### src/sv/lrucr_pkg.sv
`default_nettype none
package lrucr_pkg;

    localparam int unsigned DefaultWays       = 16;
    localparam int unsigned DefaultTagWidth   = 16;
    localparam int unsigned DefaultStampWidth = 32;

    localparam int unsigned PageWidth  = 16;
    localparam int unsigned WayWidth   = 4;
    localparam int unsigned CountWidth = 32;
    localparam int unsigned CfgWidth   = 5;
    localparam logic [CfgWidth-1:0] CfgReset = 5'd16;

    typedef enum logic [1:0] {
        S_IDLE,
        S_LOAD,
        S_REDUCE,
        S_UPDATE
    } t_state;

    // controller to datapath
    typedef struct packed {
        logic accept;
        logic load;
        logic reduce;
        logic update;
    } t_cmd;

    // datapath to controller
    typedef struct packed {
        logic out_free;
    } t_status;

endpackage
`default_nettype wire

### src/sv/lrucr_ctrl.sv
`default_nettype none
module lrucr_ctrl #(
    parameter int unsigned LEVELS = 4
) (
    input  wire logic              i_clk,
    input  wire logic              i_rst_n,
    input  wire logic              i_valid,
    output logic                   o_ready,
    input  wire lrucr_pkg::t_status i_status,
    output lrucr_pkg::t_cmd        o_cmd
);

    localparam int unsigned LvlWidth = $clog2(LEVELS + 1);

    lrucr_pkg::t_state r_state, n_state;
    logic [LvlWidth-1:0] r_lvl, n_lvl;
    logic last_level;

    assign last_level = (r_lvl == LvlWidth'(LEVELS - 1));

    always_ff @(posedge i_clk) begin
        if (!i_rst_n) begin
            r_state <= lrucr_pkg::S_IDLE;
            r_lvl   <= '0;
        end else begin
            r_state <= n_state;
            r_lvl   <= n_lvl;
        end
    end

    // next state
    always_comb begin
        n_state = r_state;
        n_lvl   = r_lvl;
        unique case (r_state)
            lrucr_pkg::S_IDLE: begin
                if (i_valid) begin
                    n_state = lrucr_pkg::S_LOAD;
                end
            end
            lrucr_pkg::S_LOAD: begin
                n_state = lrucr_pkg::S_REDUCE;
                n_lvl   = '0;
            end
            lrucr_pkg::S_REDUCE: begin
                if (last_level) begin
                    n_state = lrucr_pkg::S_UPDATE;
                end else begin
                    n_lvl = r_lvl + LvlWidth'(1);
                end
            end
            lrucr_pkg::S_UPDATE: begin
                if (i_status.out_free) begin
                    n_state = lrucr_pkg::S_IDLE;
                end
            end
            default: n_state = lrucr_pkg::S_IDLE;
        endcase
    end

    // outputs
    always_comb begin
        o_ready = 1'b0;
        o_cmd   = '0;
        unique case (r_state)
            lrucr_pkg::S_IDLE: begin
                o_ready      = 1'b1;
                o_cmd.accept = i_valid;
            end
            lrucr_pkg::S_LOAD:   o_cmd.load   = 1'b1;
            lrucr_pkg::S_REDUCE: o_cmd.reduce = 1'b1;
            lrucr_pkg::S_UPDATE: o_cmd.update = i_status.out_free;
            default: o_ready = 1'b0;
        endcase
    end

endmodule
`default_nettype wire

### src/sv/lrucr_dp.sv
`default_nettype none
module lrucr_dp #(
    parameter int unsigned WAYS        = lrucr_pkg::DefaultWays,
    parameter int unsigned TAG_WIDTH   = lrucr_pkg::DefaultTagWidth,
    parameter int unsigned STAMP_WIDTH = lrucr_pkg::DefaultStampWidth
) (
    input  wire logic                                i_clk,
    input  wire logic                                i_rst_n,
    input  wire lrucr_pkg::t_cmd                     i_cmd,
    output lrucr_pkg::t_status                       o_status,
    input  wire logic                                i_cfg_valid,
    input  wire logic [lrucr_pkg::CfgWidth-1:0]      i_cfg_data,
    input  wire logic [lrucr_pkg::PageWidth-1:0]     i_page,
    input  wire logic                                i_first_access,
    input  wire logic                                i_last_access,
    output logic                                     o_valid,
    input  wire logic                                i_ready,
    output logic                                     o_hit,
    output logic [lrucr_pkg::WayWidth-1:0]           o_way,
    output logic [lrucr_pkg::CountWidth-1:0]         o_hit_count,
    output logic [lrucr_pkg::CountWidth-1:0]         o_miss_count,
    output logic                                     o_run_done
);

    localparam int unsigned IdxWidth  = (WAYS > 1) ? $clog2(WAYS) : 1;
    localparam int unsigned TreeSize  = 1 << IdxWidth;
    localparam int unsigned KeyWidth  = STAMP_WIDTH + 1;
    localparam int unsigned CmpWidth  = 8;
    localparam int unsigned CW        = lrucr_pkg::CountWidth;

    logic [TAG_WIDTH-1:0]   r_tag   [WAYS];
    logic [WAYS-1:0]        r_valid;
    logic [STAMP_WIDTH-1:0] r_stamp [WAYS];
    logic [STAMP_WIDTH-1:0] r_counter;
    logic [CW-1:0]          r_hits, r_misses;
    logic [lrucr_pkg::CfgWidth-1:0] r_cfg;

    logic [TAG_WIDTH-1:0]   r_page;
    logic                   r_last;
    logic                   r_found;
    logic [IdxWidth-1:0]    r_hit_idx;
    logic [KeyWidth-1:0]    r_key [TreeSize];
    logic [IdxWidth-1:0]    r_idx [TreeSize];

    logic                   r_out_valid;
    logic                   r_out_hit;
    logic [lrucr_pkg::WayWidth-1:0] r_out_way;
    logic [CW-1:0]          r_out_hits, r_out_misses;
    logic                   r_out_done;

    logic [WAYS-1:0]        live;
    logic [WAYS-1:0]        match;
    logic                   n_found;
    logic [IdxWidth-1:0]    n_hit_idx;
    logic [TAG_WIDTH+lrucr_pkg::PageWidth-1:0] page_ext;
    logic [IdxWidth-1:0]    chosen;
    logic [IdxWidth+lrucr_pkg::WayWidth-1:0] chosen_ext;
    logic [STAMP_WIDTH-1:0] n_counter;
    logic [CW-1:0]          n_hits, n_misses;

    assign page_ext = {{TAG_WIDTH{1'b0}}, i_page};

    // way 0 is always in use; a setting above WAYS uses them all
    always_comb begin
        for (int w = 0; w < WAYS; w++) begin
            live[w]  = (w == 0) || (CmpWidth'(w) < CmpWidth'(r_cfg));
            match[w] = live[w] && r_valid[w] && (r_tag[w] == r_page);
        end
    end

    // lowest matching way wins
    always_comb begin
        n_found   = |match;
        n_hit_idx = '0;
        for (int w = WAYS - 1; w >= 0; w--) begin
            if (match[w]) begin
                n_hit_idx = IdxWidth'(w);
            end
        end
    end

    assign chosen     = r_found ? r_hit_idx : r_idx[0];
    assign chosen_ext = {{lrucr_pkg::WayWidth{1'b0}}, chosen};
    assign n_counter  = (r_counter == {STAMP_WIDTH{1'b1}}) ? r_counter
                                                           : r_counter + STAMP_WIDTH'(1);
    assign n_hits     = (r_found && r_hits != {CW{1'b1}}) ? r_hits + CW'(1) : r_hits;
    assign n_misses   = (!r_found && r_misses != {CW{1'b1}}) ? r_misses + CW'(1) : r_misses;

    assign o_status.out_free = !r_out_valid || i_ready;

    always_ff @(posedge i_clk) begin
        if (!i_rst_n) begin
            r_cfg <= lrucr_pkg::CfgReset;
        end else if (i_cfg_valid) begin
            r_cfg <= i_cfg_data;
        end
    end

    // cache state with reset values
    always_ff @(posedge i_clk) begin
        if (!i_rst_n) begin
            r_valid   <= '0;
            r_counter <= '0;
            r_hits    <= '0;
            r_misses  <= '0;
            for (int w = 0; w < WAYS; w++) begin
                r_stamp[w] <= '0;
            end
        end else if (i_cmd.accept && i_first_access) begin
            r_valid   <= '0;
            r_counter <= '0;
            r_hits    <= '0;
            r_misses  <= '0;
            for (int w = 0; w < WAYS; w++) begin
                r_stamp[w] <= '0;
            end
        end else if (i_cmd.update) begin
            r_valid[chosen] <= 1'b1;
            r_stamp[chosen] <= n_counter;
            r_counter       <= n_counter;
            r_hits          <= n_hits;
            r_misses        <= n_misses;
        end
    end

    // tags and per-transaction working registers
    always_ff @(posedge i_clk) begin
        if (i_cmd.accept) begin
            r_page <= page_ext[TAG_WIDTH-1:0];
            r_last <= i_last_access;
        end
        if (i_cmd.update && !r_found) begin
            r_tag[chosen] <= r_page;
        end
        if (i_cmd.load) begin
            r_found   <= n_found;
            r_hit_idx <= n_hit_idx;
            // ways out of use sort last via the top key bit
            for (int i = 0; i < TreeSize; i++) begin
                if (i < WAYS) begin
                    r_key[i] <= {~live[i], r_stamp[i]};
                end else begin
                    r_key[i] <= '1;
                end
                r_idx[i] <= IdxWidth'(i);
            end
        end else if (i_cmd.reduce) begin
            // one tree level per cycle, left side wins ties
            for (int i = 0; i < TreeSize / 2; i++) begin
                if (r_key[2*i+1] < r_key[2*i]) begin
                    r_key[i] <= r_key[2*i+1];
                    r_idx[i] <= r_idx[2*i+1];
                end else begin
                    r_key[i] <= r_key[2*i];
                    r_idx[i] <= r_idx[2*i];
                end
            end
        end
    end

    always_ff @(posedge i_clk) begin
        if (!i_rst_n) begin
            r_out_valid <= 1'b0;
        end else if (i_cmd.update) begin
            r_out_valid <= 1'b1;
        end else if (i_ready) begin
            r_out_valid <= 1'b0;
        end
    end

    // counts are held with the result, a following first access may clear the totals
    always_ff @(posedge i_clk) begin
        if (i_cmd.update) begin
            r_out_hit    <= r_found;
            r_out_way    <= chosen_ext[lrucr_pkg::WayWidth-1:0];
            r_out_hits   <= n_hits;
            r_out_misses <= n_misses;
            r_out_done   <= r_last;
        end
    end

    assign o_valid      = r_out_valid;
    assign o_hit        = r_out_hit;
    assign o_way        = r_out_way;
    assign o_hit_count  = r_out_hits;
    assign o_miss_count = r_out_misses;
    assign o_run_done   = r_out_done;

endmodule
`default_nettype wire

### src/sv/lru_cache_replacement.sv
// Fully associative LRU cache lookup with timestamp replacement.
// Input channel (i_valid/o_ready) carries one access: i_page, i_first_access
// (clears tags' valid bits, stamps and counts before the access) and
// i_last_access (echoed as o_run_done).
// Output channel (o_valid/i_ready) returns one result per access: hit flag,
// way used, and running saturating hit and miss counts.
// Configuration channel (i_cfg_valid/o_cfg_ready, always ready) writes the
// number of ways in use; write it only while no access is in flight.
// An accepted access passes the tag compare, then each level of the
// registered min-stamp tree in turn, then the stamp and tag update.
// One access is in flight at a time, so a new access is taken only after
// the last one has finished its update.
// The result sits in an output register; a new access is taken while it
// waits, but the following update holds until the receiver takes it.
// Reset clears valid bits, stamps, counters and sets all 16 ways in use.
`default_nettype none
module lru_cache_replacement #(
    parameter int unsigned WAYS        = lrucr_pkg::DefaultWays,
    parameter int unsigned TAG_WIDTH   = lrucr_pkg::DefaultTagWidth,
    parameter int unsigned STAMP_WIDTH = lrucr_pkg::DefaultStampWidth
) (
    input  wire logic                             i_clk,
    input  wire logic                             i_rst_n,
    input  wire logic                             i_cfg_valid,
    output logic                                  o_cfg_ready,
    input  wire logic [lrucr_pkg::CfgWidth-1:0]   i_cfg_data,
    input  wire logic                             i_valid,
    output logic                                  o_ready,
    input  wire logic [lrucr_pkg::PageWidth-1:0]  i_page,
    input  wire logic                             i_first_access,
    input  wire logic                             i_last_access,
    output logic                                  o_valid,
    input  wire logic                             i_ready,
    output logic                                  o_hit,
    output logic [lrucr_pkg::WayWidth-1:0]        o_way,
    output logic [lrucr_pkg::CountWidth-1:0]      o_hit_count,
    output logic [lrucr_pkg::CountWidth-1:0]      o_miss_count,
    output logic                                  o_run_done
);

    localparam int unsigned Levels = (WAYS > 1) ? $clog2(WAYS) : 1;

    lrucr_pkg::t_cmd    cmd;
    lrucr_pkg::t_status status;

    assign o_cfg_ready = 1'b1;

    lrucr_ctrl #(
        .LEVELS (Levels)
    ) u_ctrl (
        .i_clk    (i_clk),
        .i_rst_n  (i_rst_n),
        .i_valid  (i_valid),
        .o_ready  (o_ready),
        .i_status (status),
        .o_cmd    (cmd)
    );

    lrucr_dp #(
        .WAYS        (WAYS),
        .TAG_WIDTH   (TAG_WIDTH),
        .STAMP_WIDTH (STAMP_WIDTH)
    ) u_dp (
        .i_clk          (i_clk),
        .i_rst_n        (i_rst_n),
        .i_cmd          (cmd),
        .o_status       (status),
        .i_cfg_valid    (i_cfg_valid),
        .i_cfg_data     (i_cfg_data),
        .i_page         (i_page),
        .i_first_access (i_first_access),
        .i_last_access  (i_last_access),
        .o_valid        (o_valid),
        .i_ready        (i_ready),
        .o_hit          (o_hit),
        .o_way          (o_way),
        .o_hit_count    (o_hit_count),
        .o_miss_count   (o_miss_count),
        .o_run_done     (o_run_done)
    );

endmodule
`default_nettype wire
### config.mk
export PLATFORM = sky130hd
export DESIGN_NAME = lru_cache_replacement
export DESIGN_NICKNAME = d
export VERILOG_FILES = /design/src/sv/lrucr_pkg.sv /design/src/sv/lrucr_ctrl.sv /design/src/sv/lrucr_dp.sv /design/src/sv/lru_cache_replacement.sv
export SDC_FILE = /design/constraint.sdc
export NUM_CORES = 2
export LEC_CHECK = 0
export ABC_AREA = 0
export ABC_CLOCK_PERIOD_IN_PS = 9800
export BUFFER_PORTS_ARGS = -buffer_cell sky130_fd_sc_hd__buf_2
export CORE_UTILIZATION = 55
export DETAILED_ROUTE_END_ITERATION = 12
export GPL_ROUTABILITY_DRIVEN = 0
export PLACE_DENSITY_LB_ADDON = 0.08
export SYNTH_ARGS = -nofsm -noshare
export SYNTH_HDL_FRONTEND = slang
export SYNTH_SLANG_ARGS = --single-unit
### constraint.sdc
create_clock -name i_clk -period 9.8 [get_ports i_clk]
set_input_delay 1.96 -clock i_clk [delete_from_list [all_inputs] [get_ports i_clk]]
set_output_delay 1.96 -clock i_clk [all_outputs]
set_load 0.01 [all_outputs]
==> reports/metrics.csv <==
stage,metric,value,unit
status,outcome,finished clean,
job,max_cap viols,0,
synth,simple-gate share of the synthesized area,10.04,%
finish,Antenna Cells,0,
synth,complex-gate fraction of the synthesized area,4.774,%
synth,Syn Nets,5388,
floorplan,Die Wd,350.1,microns
route,Post-Route WL,137.7,mm
pwr,maximum VDD drop,0.2072,mV
cts,Setup Buffers After CTS,0,
sta,final hold vios,0,
route,Routed WL per cell,19.78,microns
sta,final count of negative-setup-slack endpoints,0,
synth,number of synthesized flops with an enable pin,1409,
synth,Gate Count Post-Synth,5094,
finish,nets,5510,
floorplan,Rows,127,
placement,I/O Buffers,99,
global_routing,largest net degree at the start of global routing,201,
sta,RSZ-0062 raised after global routing,false,
global_routing,vias in the first global route,37051,
route,DRT antenna net count,0,
synth,"flops & latches, synth",1532,
route,Iteration-0 DRC Markers,3018,
pwr,PD cells,275.4,nW/um^2
cts,CTS tree,yes,
critical_path,critical setup path kind,primary input to flop,
route,Vias/cell,5.459,
placement,Final HPWL DP,92.65,mm
finish,"commonest non-fill, non-tap cells in the layout","edfxtp_1 (1409), nor2_1 (938), a21oi_1 (320)",
critical_path,Critical Path AT,4840,ps
finish,"commonest non-fill, non-tap cell in the layout",edfxtp_1,
global_routing,initial antenna violation count,2,
finish,share of cells above drive strength 1,10.33,%
global_routing,All-Layer GR Usage,22.77,%
cts,clk sinks,1532,
synth,sequential element share of the synthesized area,67.17,%
cts,root buf cell,clkbuf_16,
critical_path,R2R Path Start,u_ctrl.r_state[0],
cts,"Clk Latency, worst-skew pair",770,ps
critical_path,Setup crit start,i_valid,
sta,fmax,225.9,MHz
critical_path,Worst Setup Start Kind,primary input,
sta,Setup TNS,0,ps
synth,multiplexer share of the synthesized area,4.222,%
cts,H-Tree Level Count,4,
pwr,leakage power,26.97,nW
sta,Slew @ Worst Pin,1210,ps
critical_path,CP Capture Type,flop,
critical_path,R2R Path End,u_dp.r_key[0][18],
synth,synthesized-area fraction occupied by xor and xnor cells,5.594,%
placement,pre-CTS WS,4540,ps
synth,ys async rst share,0,%
global_routing,total grt overflow,0,
sta,post-route setup slack,5374,ps
synth,unique cell type count in the Yosys netlist,79,
floorplan,Die H,350.1,microns
route,DRC,0,
finish,Fillers,9189,
synth,Synth Area in Adders,4.993,%
global_routing,first-pass GRT wire length,213.5,mm
sta,relative slew slack,19.28,%
pwr,Final Total Pwr,20.50,mW
min_path,Worst Hold Class,flop to flop,
critical_path,end of the critical path,u_dp.r_stamp[11][2],
finish,final core occ,62.04,%
synth,ys flop type,edfxtp_1,
cts,# resized after CTS,0,
sta,shortest period the worst path allows,4426,ps
floorplan,IO Pins,101,
critical_path,CP Max Fanout,34,
cts,CTS buffer count,158,
floorplan,Core Region,120000,sq um
synth,Yosys warnings,0,
sta,fin crit share,45.17,%
critical_path,Worst EP required,10220,ps
floorplan,Initial Util,55.56,%
synth,largest family of logic cells by synthesized area,simple AND/OR/NAND/NOR gates,
cts,clock-pin slew on the worst setup and hold paths,60,ps
synth,Syn Area/Cell,13.08,sq um
sta,clock skew,25.36,ps
sta,"Slew Viols, Final",0,
route,drt pass-1 iters,6,
finish,Synth-to-Final Area Change,11.67,%
cts,clk buf depth,3,
route,Vias,38012,
cts,CTS hold repair buffers,0,
critical_path,reg2reg setup slack,5420,ps
synth,synthesized area,66650,sq um
critical_path,R2R depth,7,
floorplan,total die area,122600,sq um
==> cells in the mapped netlist (6+ instances only) <==
| cell type | number | share of area (%) |
|---|---|---|
| nor2b_1 | 9 | 0.084 |
| and4_1 | 15 | 0.20 |
| buf_2 | 52 | 0.39 |
| a211oi_1 | 12 | 0.14 |
| and3_1 | 15 | 0.14 |
| nand2b_1 | 14 | 0.13 |
| xnor2_1 | 263 | 3.5 |
| nor4_1 | 26 | 0.24 |
| nand3_1 | 76 | 0.57 |
| nor2_1 | 940 | 5.3 |
| xor2_1 | 146 | 1.9 |
| buf_4 | 9 | 0.10 |
| ha_1 | 266 | 5.0 |
| a221oi_1 | 7 | 0.092 |
| mux2_2 | 33 | 0.56 |
| clkbuf_1 | 173 | 0.97 |
| nand4_1 | 101 | 0.95 |
| a21oi_1 | 321 | 2.4 |
| nor2_2 | 12 | 0.11 |
| nand2_1 | 190 | 1.1 |
| buf_6 | 6 | 0.10 |
| inv_1 | 285 | 1.6 |
| o21a_1 | 8 | 0.090 |
| o21ai_0 | 67 | 0.50 |
| edfxtp_1 | 1409 | 63 |
| or3_1 | 30 | 0.28 |
| and2_1 | 15 | 0.14 |
| a31oi_1 | 7 | 0.066 |
| xnor2_2 | 7 | 0.17 |
| mux2i_1 | 244 | 3.7 |
| a21o_1 | 65 | 0.73 |
| nor3_1 | 53 | 0.40 |
| o211ai_1 | 8 | 0.090 |
| a2111oi_0 | 9 | 0.12 |
| dfxtp_1 | 123 | 3.7 |
==> per-layer routing <==
| metal | vias up | wire length (microns) | track usage [%] | part of all wire, % |
|---|---|---|---|---|
| li1 | 18370 | - | - | - |
| met2 | 836 | 63730 | 36.03 | 46 |
| met5 | - | 0 | 0 | 0 |
| met1 | 18633 | 64600 | 33.41 | 47 |
| met3 | 173 | 7106 | 3.144 | 5.2 |
| met4 | 0 | 2302 | 5.559 | 1.7 |
==> through the flow <==
stage,area (sq um),std cells,hold slack [ps]
after detailed placement,69200,6667,404.5
final,74430,6963,415.2
after CTS,74420,6962,412.9
after global routing,74430,6963,418.5
after global placement,69200,6667,400.3
after floorplan,66650,5094,400.3
==> final cells by class <==
class	count	area [sq um]	area share, %
Timing Repair Buffer	205	1308	1.757
Tap cell	1612	2017	2.710
Sequential cell	1532	44770	60.15
Clock inverter	77	724.4	0.9733
Inverter	287	1080	1.451
Clock buffer	218	4502	6.048
Multi-Input combinational cell	3032	20030	26.91
==> worst max-delay path, stage by stage <==
cell	delay (ps)
buf_2	100
and2_1	150
buf_4	220
a21o_4	300
nor3_1	460
nand2_1	800
nand2_1	400
buf_4	400
==> registers in the layout (all words and copies together), names as in the netlist, 32 cells and up <==
name and flops:
u_dp.o_hit_count 32, u_dp.r_hits 32, u_dp.r_misses 32, u_dp.r_stamp 512
u_dp.r_counter 32, u_dp.r_key 528, u_dp.r_tag 256, u_dp.o_miss_count 32
==> report_power, final <==
part	switching, mW	leakage, nW	total, mW	internal [mW]
Clock	2.45	2.56	6.00	3.55
Combinational	3.08	9.57	4.74	1.66
Sequential	0.704	14.9	9.76	9.05
==> worst min-delay path by stage <==
stage | startpoint | endpoint | slack, ps | cells after the start
finish | u_dp.r_stamp[10][9] | u_dp.r_key[1][75] | 420 | 0
global route | u_dp.r_stamp[10][9] | u_dp.r_key[1][75] | 420 | 0
CTS | u_dp.r_stamp[11][9] | u_dp.r_key[1][108] | 410 | 0
detailed placement | u_dp.r_stamp[11][16] | u_dp.r_key[1][115] | 400 | 0
global placement | u_dp.r_stamp[11][21] | u_dp.r_key[1][120] | 400 | 0
floorplan | u_dp.r_last | u_dp.o_run_done | 400 | 0
==> kinds of logic (layout without fill, tap and decap cells) <==
| kind of cell | Yosys count | in the layout |
|---|---|---|
| adder cells (fa/ha/maj) | 266 | 266 |
| buffers and inverters | 530 | 787 |
| multiplexers | 277 | 277 |
| other | 1 | 1 |
| flip-flops | 1532 | 1532 |
| AND/OR/NAND/NOR | 1525 | 1525 |
| AO/OA/AOI/OAI | 545 | 545 |
| XOR/XNOR | 418 | 418 |
(Power assumes the default switching activity.)
